File: src/rtl/thumb_fetch_branch_forward_assert.svh
// Assertion macros for the Thumb fetch block.
// Expects clk_i and rst_ni in the scope of the including module.
`ifndef THUMB_FETCH_BRANCH_FORWARD_ASSERT_SVH
`define THUMB_FETCH_BRANCH_FORWARD_ASSERT_SVH
`ifndef ASSERT_OFF
// checked out of reset only
`define TFBF_ASSERT(lbl, prop, msg) \
  lbl: assert property (@(posedge clk_i) disable iff (!rst_ni) prop) else $error(msg);
// checked during reset as well
`define TFBF_ASSERT_ALWAYS(lbl, prop, msg) \
  lbl: assert property (@(posedge clk_i) prop) else $error(msg);
`else
`define TFBF_ASSERT(lbl, prop, msg)
`define TFBF_ASSERT_ALWAYS(lbl, prop, msg)
`endif
`endif

File: src/rtl/tfbf_pkg.sv
// Shared types and constants for the Thumb fetch block.
// No dependencies.
package tfbf_pkg;

  typedef enum logic [1:0] {
    ST_FETCHED  = 2'd0,
    ST_HAZARD   = 2'd1,
    ST_ARM_MODE = 2'd2
  } status_e;

  typedef logic [1:0] cfg_idx_t;

  localparam cfg_idx_t CFG_START_PC    = 2'd0;
  localparam cfg_idx_t CFG_HAZARD_PC   = 2'd1;
  localparam cfg_idx_t CFG_HAZARD_INST = 2'd2;

  localparam logic [31:0] HAZARD_LIMIT = 32'hf000_0000;

  // B T4 / BL T1 encodings: ones mask and zeros mask
  localparam logic [31:0] B_T4_ONES  = 32'hf000_9000;
  localparam logic [31:0] B_T4_ZEROS = 32'h0800_4000;
  localparam logic [31:0] BL_T1_ONES  = 32'hf000_d000;
  localparam logic [31:0] BL_T1_ZEROS = 32'h0800_0000;
  // B T2 and BX T1 on the halfword
  localparam logic [15:0] B_T2_ONES  = 16'he000;
  localparam logic [15:0] B_T2_ZEROS = 16'h1000;
  localparam logic [15:0] BX_T1_ONES  = 16'h4700;
  localparam logic [15:0] BX_T1_ZEROS = 16'hb880;

  localparam logic [31:0] BL_SIGN_FILL = 32'hff00_0000;
  localparam logic [31:0] BT2_SIGN_FILL = 32'hffff_f000;
  localparam logic [15:0] TOP5_MASK = 16'hf800;

  typedef struct packed {
    status_e     status;
    logic [31:0] fetched_inst;
    logic [31:0] inst_pc;
    logic        is_wide;
    logic [31:0] next_pc;
  } rsp_t;

  typedef struct packed {
    logic        thumb_mode;
    logic [15:0] first_half;
    logic [15:0] second_half;
    logic [31:0] reg_value;
  } req_t;

endpackage

File: src/rtl/tfbf_req_if.sv
// Fetch request channel: T bit, two halfwords and a register value.
// Depends on nothing.
interface tfbf_req_if;
  logic        valid;
  logic        ready;
  logic        thumb_mode;
  logic [15:0] first_half;
  logic [15:0] second_half;
  logic [31:0] reg_value;

  modport source (output valid, thumb_mode, first_half, second_half, reg_value,
                  input ready);
  modport sink (input valid, thumb_mode, first_half, second_half, reg_value,
                output ready);
endinterface

File: src/rtl/tfbf_rsp_if.sv
// Fetch result channel towards decode.
// Depends on tfbf_pkg for the status type.
interface tfbf_rsp_if;
  logic              valid;
  logic              ready;
  tfbf_pkg::status_e status;
  logic [31:0]       fetched_inst;
  logic [31:0]       inst_pc;
  logic              is_wide;
  logic [31:0]       next_pc;

  modport source (output valid, status, fetched_inst, inst_pc, is_wide, next_pc,
                  input ready);
  modport sink (input valid, status, fetched_inst, inst_pc, is_wide, next_pc,
                output ready);
endinterface

File: src/rtl/thumb_fetch_branch_forward.sv
// Channel   Dir  Handshake        Payload
// req_i     in   valid/ready      thumb_mode, first_half, second_half, reg_value
// rsp_o     out  valid/ready      status, fetched_inst, inst_pc, is_wide, next_pc
// cfg       in   cfg_we_i only    cfg_idx_i, cfg_data_i
//
// One request per cycle sustained while the result is not stalled.
// Decode of the held request and the PC update sit between the input register
// and the result register; the PC register closes the loop.
// Reset clears valids and loads the PC with zero; a start_pc write reloads it.
// A stalled result keeps the request register full; ready drops only then.
//
// Depends on tfbf_pkg, tfbf_req_if, tfbf_rsp_if and the assertion header.
`include "thumb_fetch_branch_forward_assert.svh"

module thumb_fetch_branch_forward (
  input  logic               clk_i,
  input  logic               rst_ni,
  input  logic               cfg_we_i,
  input  tfbf_pkg::cfg_idx_t cfg_idx_i,
  input  logic [31:0]        cfg_data_i,
  tfbf_req_if.sink           req_i,
  tfbf_rsp_if.source         rsp_o
);

  logic            req_valid_q;
  tfbf_pkg::req_t  req_q;
  logic            rsp_valid_q;
  tfbf_pkg::rsp_t  rsp_q, rsp_d;
  logic [31:0]     pc_q;
  logic [31:0]     start_pc_q, hazard_pc_q, hazard_inst_q;
  logic            advance;
  logic            req_take;

  assign advance  = req_valid_q && (!rsp_valid_q || rsp_o.ready);
  assign req_i.ready = !req_valid_q || advance;
  assign req_take = req_i.valid && req_i.ready;

  // input register
  always_ff @(posedge clk_i or negedge rst_ni) begin
    if (!rst_ni) begin
      req_valid_q <= 1'b0;
    end else if (req_i.ready) begin
      req_valid_q <= req_i.valid;
    end
  end

  always_ff @(posedge clk_i) begin
    if (req_take) begin
      req_q.thumb_mode  <= req_i.thumb_mode;
      req_q.first_half  <= req_i.first_half;
      req_q.second_half <= req_i.second_half;
      req_q.reg_value   <= req_i.reg_value;
    end
  end

  // decode, branch folding and next PC
  logic [31:0] base_pc;
  logic [31:0] word;
  logic        wide;
  logic [15:0] top5;
  logic        s_bit;
  logic [31:0] long_off;
  logic [31:0] short_off;

  always_comb begin
    base_pc = pc_q + 32'd4;
    top5    = req_q.first_half & tfbf_pkg::TOP5_MASK;
    wide    = (top5 == 16'he800) || (top5 == 16'hf000) || (top5 == 16'hf800);
    word    = wide ? {req_q.first_half, req_q.second_half} : {16'h0000, req_q.first_half};

    // S taken from bit 26 of the word
    s_bit    = word[26];
    long_off = {8'h00, ~(word[13] ^ s_bit), ~(word[11] ^ s_bit),
                word[25:16], word[10:0], 1'b0};
    if (s_bit) begin
      long_off = long_off | tfbf_pkg::BL_SIGN_FILL;
    end
    short_off = {20'h00000, word[10:0], 1'b0};
    if (word[10]) begin
      short_off = short_off | tfbf_pkg::BT2_SIGN_FILL;
    end

    rsp_d.status       = tfbf_pkg::ST_FETCHED;
    rsp_d.fetched_inst = word;
    rsp_d.inst_pc      = base_pc;
    rsp_d.is_wide      = wide;
    rsp_d.next_pc      = pc_q + (wide ? 32'd4 : 32'd2);

    if (wide) begin
      if ((word & (tfbf_pkg::B_T4_ONES | tfbf_pkg::B_T4_ZEROS)) == tfbf_pkg::B_T4_ONES ||
          (word & (tfbf_pkg::BL_T1_ONES | tfbf_pkg::BL_T1_ZEROS)) == tfbf_pkg::BL_T1_ONES)
      begin
        rsp_d.next_pc = base_pc + long_off;
      end
    end else begin
      if ((req_q.first_half & (tfbf_pkg::B_T2_ONES | tfbf_pkg::B_T2_ZEROS)) ==
          tfbf_pkg::B_T2_ONES) begin
        rsp_d.next_pc = base_pc + short_off;
      end else if ((req_q.first_half & (tfbf_pkg::BX_T1_ONES | tfbf_pkg::BX_T1_ZEROS)) ==
                   tfbf_pkg::BX_T1_ONES) begin
        rsp_d.next_pc = {req_q.reg_value[31:1], 1'b0};
      end
    end

    // hazard wins over the T bit
    if (pc_q > tfbf_pkg::HAZARD_LIMIT) begin
      rsp_d.status       = tfbf_pkg::ST_HAZARD;
      rsp_d.fetched_inst = hazard_inst_q;
      rsp_d.inst_pc      = hazard_pc_q;
      rsp_d.is_wide      = 1'b0;
      rsp_d.next_pc      = hazard_pc_q;
    end else if (!req_q.thumb_mode) begin
      rsp_d.status       = tfbf_pkg::ST_ARM_MODE;
      rsp_d.fetched_inst = 32'h0;
      rsp_d.inst_pc      = 32'h0;
      rsp_d.is_wide      = 1'b0;
      rsp_d.next_pc      = pc_q;
    end
  end

  // PC and configuration registers
  always_ff @(posedge clk_i or negedge rst_ni) begin
    if (!rst_ni) begin
      pc_q          <= 32'h0;
      start_pc_q    <= 32'h0;
      hazard_pc_q   <= 32'h0;
      hazard_inst_q <= 32'h0;
    end else begin
      if (advance) begin
        pc_q <= rsp_d.next_pc;
      end
      if (cfg_we_i) begin
        case (cfg_idx_i)
          tfbf_pkg::CFG_START_PC: begin
            start_pc_q <= cfg_data_i;
            pc_q       <= cfg_data_i;
          end
          tfbf_pkg::CFG_HAZARD_PC: begin
            hazard_pc_q <= cfg_data_i;
          end
          tfbf_pkg::CFG_HAZARD_INST: begin
            hazard_inst_q <= cfg_data_i;
          end
          default: begin
            start_pc_q <= start_pc_q;
          end
        endcase
      end
    end
  end

  // result register
  always_ff @(posedge clk_i or negedge rst_ni) begin
    if (!rst_ni) begin
      rsp_valid_q <= 1'b0;
    end else if (advance) begin
      rsp_valid_q <= 1'b1;
    end else if (rsp_o.ready) begin
      rsp_valid_q <= 1'b0;
    end
  end

  always_ff @(posedge clk_i) begin
    if (advance) begin
      rsp_q <= rsp_d;
    end
  end

  assign rsp_o.valid        = rsp_valid_q;
  assign rsp_o.status       = rsp_q.status;
  assign rsp_o.fetched_inst = rsp_q.fetched_inst;
  assign rsp_o.inst_pc      = rsp_q.inst_pc;
  assign rsp_o.is_wide      = rsp_q.is_wide;
  assign rsp_o.next_pc      = rsp_q.next_pc;

  // the PC follows the result just registered
  `TFBF_ASSERT(a_pc_follows, advance && !cfg_we_i |=> pc_q == rsp_q.next_pc, "pc out of step with result")
  `TFBF_ASSERT(a_hazard_pc, rsp_valid_q && rsp_q.status == tfbf_pkg::ST_HAZARD |-> rsp_q.next_pc == rsp_q.inst_pc && !rsp_q.is_wide, "hazard result inconsistent")
  `TFBF_ASSERT(a_arm_zero, rsp_valid_q && rsp_q.status == tfbf_pkg::ST_ARM_MODE |-> rsp_q.fetched_inst == 32'h0 && !rsp_q.is_wide, "arm result not cleared")
  `TFBF_ASSERT(a_wide_fetched, rsp_valid_q && rsp_q.is_wide |-> rsp_q.status == tfbf_pkg::ST_FETCHED, "wide flag on non-fetch result")
  `TFBF_ASSERT_ALWAYS(a_rst_quiet, !rst_ni |=> !rsp_valid_q && !req_valid_q, "valid during reset")

endmodule

File: src/flat_wrapper.sv
// flat-port wrapper written by rule: the top's interface ports become plain ports
module thumb_fetch_branch_forward_flat 
  (clk_i, rst_ni, cfg_we_i, cfg_idx_i, cfg_data_i, req_i_valid, req_i_thumb_mode, req_i_first_half, req_i_second_half, req_i_reg_value, req_i_ready, rsp_o_valid, rsp_o_status, rsp_o_fetched_inst, rsp_o_inst_pc, rsp_o_is_wide, rsp_o_next_pc, rsp_o_ready);
  tfbf_req_if req_i_i ();
  tfbf_rsp_if rsp_o_i ();
  input  logic clk_i;
  input  logic rst_ni;
  input  logic cfg_we_i;
  input  tfbf_pkg::cfg_idx_t cfg_idx_i;
  input  logic [31:0] cfg_data_i;
  input wire logic [$bits(req_i_i.valid)-1:0] req_i_valid;
  input wire logic [$bits(req_i_i.thumb_mode)-1:0] req_i_thumb_mode;
  input wire logic [$bits(req_i_i.first_half)-1:0] req_i_first_half;
  input wire logic [$bits(req_i_i.second_half)-1:0] req_i_second_half;
  input wire logic [$bits(req_i_i.reg_value)-1:0] req_i_reg_value;
  output wire logic [$bits(req_i_i.ready)-1:0] req_i_ready;
  output wire logic [$bits(rsp_o_i.valid)-1:0] rsp_o_valid;
  output wire logic [$bits(rsp_o_i.status)-1:0] rsp_o_status;
  output wire logic [$bits(rsp_o_i.fetched_inst)-1:0] rsp_o_fetched_inst;
  output wire logic [$bits(rsp_o_i.inst_pc)-1:0] rsp_o_inst_pc;
  output wire logic [$bits(rsp_o_i.is_wide)-1:0] rsp_o_is_wide;
  output wire logic [$bits(rsp_o_i.next_pc)-1:0] rsp_o_next_pc;
  input wire logic [$bits(rsp_o_i.ready)-1:0] rsp_o_ready;
  assign req_i_i.valid = req_i_valid;
  assign req_i_i.thumb_mode = req_i_thumb_mode;
  assign req_i_i.first_half = req_i_first_half;
  assign req_i_i.second_half = req_i_second_half;
  assign req_i_i.reg_value = req_i_reg_value;
  assign req_i_ready = req_i_i.ready;
  assign rsp_o_valid = rsp_o_i.valid;
  assign rsp_o_status = rsp_o_i.status;
  assign rsp_o_fetched_inst = rsp_o_i.fetched_inst;
  assign rsp_o_inst_pc = rsp_o_i.inst_pc;
  assign rsp_o_is_wide = rsp_o_i.is_wide;
  assign rsp_o_next_pc = rsp_o_i.next_pc;
  assign rsp_o_i.ready = rsp_o_ready;
  thumb_fetch_branch_forward u_core (.clk_i(clk_i), .rst_ni(rst_ni), .cfg_we_i(cfg_we_i), .cfg_idx_i(cfg_idx_i), .cfg_data_i(cfg_data_i), .req_i(req_i_i), .rsp_o(rsp_o_i));
endmodule
File: config.mk
export PLATFORM = sky130hd
export DESIGN_NAME = thumb_fetch_branch_forward_flat
export DESIGN_NICKNAME = d
export VERILOG_FILES = /design/src/rtl/tfbf_pkg.sv /design/src/rtl/tfbf_req_if.sv /design/src/rtl/tfbf_rsp_if.sv /design/src/rtl/thumb_fetch_branch_forward.sv /design/src/flat_wrapper.sv
export VERILOG_INCLUDE_DIRS = /design/src /design/src/rtl
export SDC_FILE = /design/constraint.sdc
export NUM_CORES = 1
export LEC_CHECK = 0
export ABC_AREA = 1
export BUFFER_PORTS_ARGS = -buffer_cell sky130_fd_sc_hd__buf_2
export CAP_MARGIN = 20
export CORE_MARGIN = 5
export CORE_UTILIZATION = 50
export CTS_CLUSTER_DIAMETER = 200
export DETAILED_ROUTE_END_ITERATION = 10
export GPL_TIMING_DRIVEN = 1
export HOLD_SLACK_MARGIN = 0.15
export PLACE_DENSITY_LB_ADDON = 0.08
export RECOVER_POWER = 50
export SYNTH_ARGS = -nofsm -noshare
export SYNTH_HDL_FRONTEND = slang
export SYNTH_SLANG_ARGS = --single-unit
File: constraint.sdc
create_clock -name clk_i -period 5.2 [get_ports clk_i]
set_input_delay 0.52 -clock clk_i [delete_from_list [all_inputs] [get_ports clk_i]]
set_output_delay 0.52 -clock clk_i [all_outputs]
set_load 0.01 [all_outputs]
## Word-level counts from Yosys, hierarchy flattened

Cells that the tools add are included.

- Bits in registers: 262
- Input bits: 104
- Output and inout port bits: 101

- $add $sub $neg: 4
- $lt $le $gt $ge: 1
- Equality and inequality tests: 9
- Mux-type cells: 15
- Bitwise logic cells: 5
- Reductions and logical operators: 14

Operators by type and width:

| operator | number |
|---|---|
| $mux 32 | 10 |
| $mux 99 | 1 |
| $mux 97 | 1 |
| $add 32x32->32 | 3 |
| $add 32x3->32 const B | 1 |
| $gt 32x32->1 const B | 1 |
| $eq 8x8->1 const B | 2 |
| $eq 5x5->1 const B | 3 |
| $eq 9x8->1 const B | 1 |
| $logic_or 1x1->1 | 5 |
| $eq 4x4->1 const B | 1 |
| $reduce_and 2->1 | 2 |
| $mux 3 | 1 |
| $not 1->1 | 3 |
| $eq 2x1->1 const B | 1 |
| $eq 2x2->1 const B | 1 |
| $logic_and 1x1->1 | 2 |
| $logic_not 1->1 | 2 |
| $logic_not 2->1 | 1 |
| $mux 1 | 2 |
| $reduce_bool 2->1 | 1 |
| $reduce_or 2->1 | 1 |
| $xor 1x1->1 | 2 |

## Depth between registers and ports, before layout

Gate-level depths: netlist of the first run.

- Depth after elaboration: 15
- Mapped depth: 27
- Mapped depth without buffers: 27

## Worst setup path after synthesis of the first run

OpenSTA, ideal clock, no wires.

- Kind: reg-to-reg
- From: register u_core.req_q[59] (netlist name)
- To: register u_core.pc_q[28]
- Library setup time: 0.073 ns
- Arrival: 3.470 ns
- Slack: 1.657 ns
- Stages on the path, launching flop included: 24
- Buffers on the path: 2
- Path through: edfxtp_1 nor2_2 inv_2 nand2_4 clkbuf_1 buf_1 nor2_1 ha_1 nand2_1 nor2_1 nand2_1 o21ai_0 nand2_1 o21bai_1 nand3_1 nand2_1 nand2_1 nand3_1 nand3_1 nand2_1 nand3_2 nand2_2 nand2_1 a21oi_2

RTL lines:

| what | RTL line | source |
|---|---|---|
| start: declaration | thumb_fetch_branch_forward.sv:26 | `tfbf_pkg::req_t req_q;` |
| end signal: assignment | thumb_fetch_branch_forward.sv:130 | `pc_q <= rsp_d.next_pc;` |
| end signal: assignment | thumb_fetch_branch_forward.sv:136 | `pc_q <= cfg_data_i;` |
| end: declaration | thumb_fetch_branch_forward.sv:29 | `logic [31:0] pc_q;` |

==> run summary, run 1 <==
Broken down by cell family, the worst path's largest delay share belongs to simple AND/OR/NAND/NOR gates. In the layout the commonest cells are sky130_fd_sc_hd__nand2_1 (515), sky130_fd_sc_hd__inv_1 (226), sky130_fd_sc_hd__o21ai_0 (167), sky130_fd_sc_hd__edfxtp_1 (163), sky130_fd_sc_hd__nor2_1 (139). The biggest cell delay along the critical path came out at 0.51 ns.

CTS placed an instance of sky130_fd_sc_hd__clkbuf_16 at the clock tree root. In this run the static leakage power is 8.83 nW. The detail route stage leaves a number of antenna-violating nets equal to 0. The number of unique standard cell types used by synthesis came out at 53. The overall fraction of global-route tracks in use is 34.8%. The worst setup path is launched from a flop. The cell area after synthesis is 16,600 um2. The routed layout has 15,997 vias. The number of port buffers is 203. The slew of the pin with the lowest slew margin came out at 3.50 ns.

The max-slew violation total from the final report came to 277. After legalization and detailed placement, the total HPWL measured 49.0 mm. For the worst setup path, the data arrival time is 5.03 ns. The later pin in the worst-skew pair is clocked with a latency of 0.57 ns.

The aggregate global routing overflow is 0. The TritonCTS clock tree is yes. The number of instances in the synthesized netlist came out at 2,067.

The time the worst path needs with I/O delays and setup is 4.58 ns. The number of synthesized flops with an enable pin is 163. The TritonCTS buffer count is 29.

The number of nets in the layout is 2,460. Setup repair after global routing left no endpoint under its margin. The via count of the first global-routing pass came out at 15,252. For this run, design rule violations remaining after detail routing come to 0. The mean post-synth cell area came out at 8.01 um2.

CTS saw 261 sinks. The synthesized design contains 261 register bits. The required arrival time at the worst endpoint is 5.65 ns. Counting cells, the worst reg-to-reg path comes to 23. The area overhead of the layout relative to synthesis is 17.7%. The count of yosys warnings during synthesis is 0.

The tightest hold path in the finished design has a slack of 0.196 ns. STA classifies the critical path endpoint as a flop. The worst voltage drop across the vdd grid is 0.324 mV. The tool flagged a number of max-cap violations equal to 5.

The maximum count of clock buffers along a single path is 3. The slowest cell on the critical path is sky130_fd_sc_hd__dfrtp_1. The cell seen most often among critical-path stages is sky130_fd_sc_hd__nand2_1. The share of final-layout standard cells stronger than drive strength 1 came out at 13.7%. The most frequently used flop master after synthesis is sky130_fd_sc_hd__edfxtp_1.

The share of flip-flops with an asynchronous set or reset after synthesis is 37.5%. The number of nets produced by synthesis came out at 2,213. The number of filler instances in the final layout came out at 3,023.

Summed over all layers, the routed wires come to 65.2 mm. The worst setup path is of the flop to flop kind. The die height is 192 um.

For this configuration, the core starts out at a cell density of 50.8%. The final number of hold-violating endpoints came to 0. The initial antenna violation count came out at 2. Using the TritonRoute via totals, the vias-per-cell ratio works out to 5.75.

The routability-driven placement congestion ratio came out at 1.02. The setup total negative slack came out at 0 ns. The maximum net fanout on the critical path came out at 6. In this run the number of H-tree levels came out at 1. The power per unit of standard cell area is 453 nW/um2.

The I/O pin total came out at 205. Dividing the detail-routed wire length by the instance count gives 23.4 um. The final reports fail on capacitance limit, slew limit. The reg-to-reg setup timing slack is 0.62 ns.

The floorplan step defined a core boundary enclosing 32,600 um2. The final-report setup violation count is 0. The starting DRC count in detailed routing came out at 1,592.

The run finished, with violations left. The critical path goes through ha_1 -> nand3_2 -> nor2_2 -> xor2_1 -> inv_1 -> ha_1 -> a21oi_1 -> nor2_1 -> nor2_1 -> nand3_1 -> a21oi_1 -> inv_1 -> a21o_1 -> nand2_1 -> nand2_1 -> nand2_1 -> nand2_1 -> nand2_1 -> nand3_1 -> a21oi_1 -> nand2_1 -> nand2_1 -> a21oi_2. The max-slew headroom at the worst pin is -133%.

The floorplan step defined a die boundary enclosing 36,900 um2. The floorplan has 66 rows. The class of the tightest hold or removal check is primary input to flop. The post-cts resize count came out at 0.

Sequential elements use 44.4% of the synthesized area. The fmax came out at 219 MHz. Counting buffers and inverters, the worst setup path is 23 cells deep.

The total buffers and inverters traversed by the critical path is 2. The first global-routing pass estimated 95.3 mm of wire. Along the worst hold path, the cell count comes to 3. The library cell used most frequently in the layout, excluding fill and tap cells, is sky130_fd_sc_hd__nand2_1. Of the available clock period, the critical path in the final layout requires 88.0%. The number of iterations in the first detailed-routing pass came out at 5. The width of the die came out at 192 um. The clock input transition at the sequential cells of the worst setup and hold paths is 0.07 ns. The pin count of the biggest net entering global routing is 69. The final clock skew came out at 0.0193 ns.
[per-layer routing]
| metal | up-vias | global-route usage, % | part of all wire [%] | wire [um] |
|---|---|---|---|---|
| met1 | 7531 | 44.5 | 38 | 25000 |
| li1 | 7440 | - | - | - |
| met5 | - | 0 | 0.021 | 14 |
| met2 | 841 | 58.7 | 48 | 31000 |
| met4 | 2 | 17.1 | 6.1 | 3970 |
| met3 | 183 | 4.34 | 7.9 | 5170 |
[tightest hold or removal path, stage by stage]
cell and delay (ns):
sky130_fd_sc_hd__buf_2 0.07, sky130_fd_sc_hd__nand2_1 0.07, sky130_fd_sc_hd__nand2_1 0.07
[where the power goes]
group,internal (mW),leakage (nW),switching [mW]
registers,2.68,2.80,0.342
clock network,1.29,0.490,0.906
logic,1.11,5.54,2.51
total,5.08,8.83,3.75
[state kept, by name (all words and copies together) (netlist names)]
signal,cells
u_core.hazard_inst_q,32
u_core.req_valid_q,1
u_core.rsp_o.status,2
u_core.rsp_o.next_pc,32
u_core.pc_q,32
u_core.hazard_pc_q,32
u_core.rsp_o.fetched_inst,32
u_core.rsp_o.is_wide,1
u_core.rsp_o.inst_pc,32
u_core.req_q,64
u_core.rsp_o.valid,1
[timing repair]
action / CTS / global route
hold buffers: 65 / 0
buffers inserted: 0 / 0
endpoints found under the hold margin: 122 / 0
endpoints found under the setup margin: 0 / 0
[per-stage QoR]
| stage | utilization (%) | area (um2) | worst slack [ns] | instances | power, mW |
|---|---|---|---|---|---|
| final | 59.8 | 19500 | 0.624 | 2781 | 8.83 |
| after detailed placement | 55.1 | 18000 | 0.789 | 2659 | 6.57 |
| after global placement | 55.1 | 18000 | 0.841 | 2659 | 6.53 |
| after global routing | 59.8 | 19500 | 0.362 | 2779 | 9.29 |
| after floorplan | - | 16600 | 1.66 | 2067 | 5.34 |
| after CTS | 60.2 | 19600 | 0.758 | 2778 | 8.81 |
[synthesized netlist by cell type, types with 14 or more instances]
cell                         n  share of area (%)
sky130_fd_sc_hd__a21oi_1   135                4.1
sky130_fd_sc_hd__a22o_1     20                1.1
sky130_fd_sc_hd__a22oi_1    16               0.73
sky130_fd_sc_hd__buf_4      14               0.63
sky130_fd_sc_hd__clkbuf_1   54                1.2
sky130_fd_sc_hd__dfrtp_1    98                 15
sky130_fd_sc_hd__edfxtp_1  163                 30
sky130_fd_sc_hd__ha_1       40                3.0
sky130_fd_sc_hd__inv_1     228                5.2
sky130_fd_sc_hd__nand2_1   515                 12
sky130_fd_sc_hd__nand2_2    40                1.5
sky130_fd_sc_hd__nand3_1   121                3.7
sky130_fd_sc_hd__nand3_2    20                1.2
sky130_fd_sc_hd__nand4_1    21               0.79
sky130_fd_sc_hd__nor2_1    139                3.1
sky130_fd_sc_hd__nor2_2     28                1.1
sky130_fd_sc_hd__nor3_1     14               0.42
sky130_fd_sc_hd__o211ai_1   18               0.82
sky130_fd_sc_hd__o21ai_0   167                5.0
sky130_fd_sc_hd__o22ai_1    34                1.3
sky130_fd_sc_hd__xor2_1     52                2.7
[area by class of cell]
class / instances / area [um2] / area share [%]
multi-input combinational: 1480 / 7900 / 40.5
sequential: 261 / 7350 / 37.7
timing repair buffer: 301 / 1770 / 9.09
inverter: 241 / 906 / 4.64
clock buffer: 33 / 781 / 4.00
tap: 442 / 553 / 2.84
clock inverter: 21 / 244 / 1.25
antenna: 2 / 5.00 / 0.0257
[kinds of logic (layout without fill, tap and decap cells)]
| group | count (synthesis) | in the layout | share of synthesized area, % |
|---|---|---|---|
| AND/OR/NAND/NOR | 934 | 934 | 25.7 |
| AO/OA/AOI/OAI | 443 | 443 | 15.5 |
| buffers and inverters | 326 | 596 | 7.98 |
| flip-flops | 261 | 261 | 44.4 |
| XOR/XNOR | 60 | 60 | 3.17 |
| adder cells (fa/ha/maj) | 42 | 42 | 3.26 |
| multiplexers | 1 | 1 | 0.0604 |
| other | 0 | 2 | 0 |
[worst paths after layout]
check                                                     startpoint                                    to
worst max-delay path                        u_core.pc_q[2]$_DFF_PN0_             u_core.pc_q[27]$_DFF_PN0_
worst min-delay path                                     req_i_valid        u_core.req_valid_q$_DFFE_PN0N_
worst max register to register              u_core.pc_q[2]$_DFF_PN0_             u_core.pc_q[27]$_DFF_PN0_
worst min register to register  u_core.hazard_inst_q[28]$_DFFE_PN0P_  u_core.hazard_inst_q[28]$_DFFE_PN0P_
max in group asynchronous                                     rst_ni  u_core.hazard_inst_q[28]$_DFFE_PN0P_
min in group asynchronous                                     rst_ni   u_core.hazard_inst_q[4]$_DFFE_PN0P_
Note: power is estimated with default switching activity, not from simulation.
==> run 2: changes to the inputs <==
--- a/config.mk
+++ b/config.mk
@@ -9,8 +9,10 @@
 export ABC_AREA = 1
 export BUFFER_PORTS_ARGS = -buffer_cell sky130_fd_sc_hd__buf_2
 export CAP_MARGIN = 20
+export CELL_PAD_IN_SITES_DETAIL_PLACEMENT = 1
+export CELL_PAD_IN_SITES_GLOBAL_PLACEMENT = 2
 export CORE_MARGIN = 5
-export CORE_UTILIZATION = 50
+export CORE_UTILIZATION = 38
 export CTS_CLUSTER_DIAMETER = 200
 export DETAILED_ROUTE_END_ITERATION = 10
 export GPL_TIMING_DRIVEN = 1
==> run 2 against run 1 <==
  * The flow still finishes with violations (capacitance limit, slew limit)
  * Critical path depth is the same
  * Worst setup slack lost 0.25 ns
  * Register-to-register slack lost 0.25 ns
  * Clock power shrank 6%
  * Core utilization shrank 14 points
  * Critical path type unchanged
  * Critical endpoint is now u_core.pc_q[28]$_DFF_PN0_
  * Largest cell class unchanged
==> run summary, run 2 (synthesis gave the netlist of run 1 again) <==
The maximum count of clock buffers along a single path came out at 3 (unchanged). The width of the die is 219 um (was 192 um). The detail-routed via count per cell came to 5.46 (was 5.75). The total vias in the final route is 16,070 (was 15,997).

Failing checks: capacitance limit, slew limit (unchanged). Result of the run: finished, violations left (unchanged). The maximum net fanout on the critical path is 8 (was 6). The global-route wire length before repair is 106 mm (was 95.3 mm). The post-cts resize count is 0 (unchanged). The share of final-layout standard cells stronger than drive strength 1 is 13.8% (was 13.7%). The die height is 219 um (was 192 um). The final number of hold-violating endpoints is 0 (unchanged). The slew of the pin with the lowest slew margin is 3.76 ns (was 3.50 ns). The type of destination of the critical path was a flop (unchanged).

The portion of the clock cycle consumed by the worst path in the final layout is 92.8% (was 88.0%). The commonest non-fill, non-tap cell in the layout is sky130_fd_sc_hd__nand2_1 (unchanged). The time the worst path needs with I/O delays and setup is 4.83 ns (was 4.58 ns). The aggregate global routing overflow is 0 (unchanged). The final hold slack is 0.184 ns (was 0.196 ns). The TritonCTS clock tree is yes (unchanged). The category of the critical setup timing path is flop to flop (unchanged). The initial standard-cell utilization of the core came out at 38.5% (was 50.8%). The via count of the first global-routing pass came out at 16,292 (was 15,252). The fmax came out at 207 MHz (was 219 MHz). The final-report setup violation count came out at 0 (unchanged).

The register with the most flip-flops is u_core.req_q (unchanged). The final cell count without fillers came out at 2,941 (was 2,781). The root cell of the clock tree is sky130_fd_sc_hd__clkbuf_16 (unchanged). The final clock skew is 0.0190 ns (was 0.0193 ns). The element type at the critical path start was a flop (unchanged). The critical path data arrival time came out at 5.36 ns (was 5.03 ns). The setup total negative slack came to 0 ns (unchanged). The number of DRC violations after detailed routing is 0 (unchanged).

Most used cells in the layout excluding fill and tap cells: sky130_fd_sc_hd__nand2_1 (515), sky130_fd_sc_hd__inv_1 (227), sky130_fd_sc_hd__o21ai_0 (167), sky130_fd_sc_hd__edfxtp_1 (163), sky130_fd_sc_hd__nor2_1 (139) (was sky130_fd_sc_hd__nand2_1 (515), sky130_fd_sc_hd__inv_1 (226), sky130_fd_sc_hd__o21ai_0 (167), sky130_fd_sc_hd__edfxtp_1 (163), sky130_fd_sc_hd__nor2_1 (139)). The I/O pin total is 205 (unchanged). The routability-driven placement congestion ratio is 0.957 (was 1.02).

Unrepaired setup endpoints after global routing: false (unchanged). The overall fraction of global-route tracks in use is 29.9% (was 34.8%). The power per unit of standard cell area came out at 450 nW/um2 (was 453 nW/um2). The wire length after detailed routing is 73.1 mm (was 65.2 mm). The class of the tightest hold or removal check is primary input to flop (unchanged). The pin count of the biggest net entering global routing is 67 (was 69). The core area is 43,100 um2 (was 32,600 um2).

The starting DRC count in detailed routing is 1,432 (was 1,592). The number of sinks driven by the clock tree came out at 261 (unchanged). The utilization after layout was 45.8% (was 59.8%). The leakage power is 8.88 nW (was 8.83 nW). The design area came out at 19,700 um2 (was 19,500 um2). The per-cell routed wire length is 24.8 um (was 23.4 um).

The cell area after placement came out at 18,300 um2 (was 18,000 um2). The number of iterations in the first detailed-routing pass was 5 (unchanged). The full die area was 47,900 um2 (was 36,900 um2). The number of nets in the layout is 2,477 (was 2,460). The number of instances in the placed design was 2,818 (was 2,659).

The placement row count is 76 (was 66). The clock latency on the worst-skew pair was 0.61 ns (was 0.57 ns). The required arrival time at the worst endpoint came out at 5.74 ns (was 5.65 ns). The max-slew headroom at the worst pin was -150% (was -133%). The count of maximum capacitance violations is 4 (was 5). The count of buffers added by post-CTS timing repair for setup came to 0 (unchanged). The clock input transition at the sequential cells of the worst setup and hold paths came to 0.06 ns (was 0.07 ns). The remaining antenna violation count came out at 0 (unchanged). The initial antenna violation count is 4 (was 2). The flip-flop count of the largest register, all copies and words added came out at 64 (unchanged). The final HPWL from detailed placement is 56.7 mm (was 49.0 mm).

The max-slew violation total from the final report came out at 232 (was 277). The TritonCTS buffer count came out at 30 (was 29). The area overhead of the layout relative to synthesis was 19.1% (was 17.7%).

The maximum level of the CTS H-tree came out at 1 (unchanged). The worst voltage drop across the vdd grid came out at 0.259 mV (was 0.324 mV). The number of port buffers came out at 203 (unchanged).
-- run 2: path summary, 6_finish.rpt --
kind | slack, ns | cells past startpoint | endpoint | startpoint
worst min register to register | 0.49 | 2 | u_core.hazard_pc_q[6]$_DFFE_PN0P_ | u_core.hazard_pc_q[6]$_DFFE_PN0P_
max in group asynchronous | 1.32 | 2 | u_core.hazard_pc_q[1]$_DFFE_PN0P_ | rst_ni
worst min-delay path | 0.18 | 4 | u_core.rsp_o.valid$_DFFE_PN0P_ | rsp_o_ready
min in group asynchronous | 1.74 | 2 | u_core.hazard_inst_q[29]$_DFFE_PN0P_ | rst_ni
worst max register to register | 0.37 | 23 | u_core.pc_q[28]$_DFF_PN0_ | u_core.pc_q[3]$_DFF_PN0_
worst max-delay path | 0.37 | 23 | u_core.pc_q[28]$_DFF_PN0_ | u_core.pc_q[3]$_DFF_PN0_
-- run 2: layer usage --
metal / routed length [um] / global-route usage (%) / part of all wire, % / up-vias
met3: 4590 / 4.43 / 6.3 / 78
met1: 34700 / 44.9 / 48 / 8024
met5: 28 / 0 / 0.038 / -
met2: 32300 / 46.4 / 44 / 500
li1: - / - / - / 7464
met4: 1450 / 5.59 / 2.0 / 4
-- run 2: stage by stage --
stage,total power [mW],setup WS [ns]
4_1_cts,8.87,0.529
2_1_floorplan,5.34,1.66
3_3_place_gp,6.66,0.625
6_report,8.89,0.374
3_5_place_dp,6.73,0.567
5_1_grt,9.38,0.168
-- run 2: worst max-delay path, cell delays in order, from the launching register on --
cell and delay [ns]:
sky130_fd_sc_hd__dfrtp_1 0.53, sky130_fd_sc_hd__ha_1 0.37, sky130_fd_sc_hd__inv_1 0.17, sky130_fd_sc_hd__nor2_2 0.27, sky130_fd_sc_hd__nand2_4 0.14, sky130_fd_sc_hd__xor2_1 0.38, sky130_fd_sc_hd__inv_1 0.09, sky130_fd_sc_hd__ha_1 0.39
sky130_fd_sc_hd__nand2_1 0.15, sky130_fd_sc_hd__nor2_1 0.16, sky130_fd_sc_hd__nand2_1 0.06, sky130_fd_sc_hd__o21ai_0 0.44, sky130_fd_sc_hd__nand2_1 0.24, sky130_fd_sc_hd__o21bai_1 0.26, sky130_fd_sc_hd__nand3_1 0.19, sky130_fd_sc_hd__nand2_1 0.13
sky130_fd_sc_hd__nand2_1 0.07, sky130_fd_sc_hd__nand3_1 0.07, sky130_fd_sc_hd__nand3_1 0.08, sky130_fd_sc_hd__nand2_1 0.10, sky130_fd_sc_hd__nand3_2 0.14, sky130_fd_sc_hd__nand2_2 0.10, sky130_fd_sc_hd__nand2_1 0.07, sky130_fd_sc_hd__a21oi_2 0.15
-- run 2: power by group --
part | internal, mW | switching (mW)
clock network | 1.15 | 0.915
logic | 1.13 | 2.68
registers | 2.67 | 0.338
-- run 2: cell type report --
type / instances / area [um2]
multi-input cells: 1480 / 7910
fillers: 5347 / 23300
clock inverters: 14 / 131
diodes: 1 / 2.50
repair buffers: 317 / 1890
inverters: 241 / 907
clock buffers: 42 / 816
flip-flops and latches: 261 / 7350
well taps: 585 / 732
-- run 2: timing repair --
item	CTS	global route
hold buffers	66	0
endpoints found under the setup margin	0	0
endpoints found under the hold margin	130	0
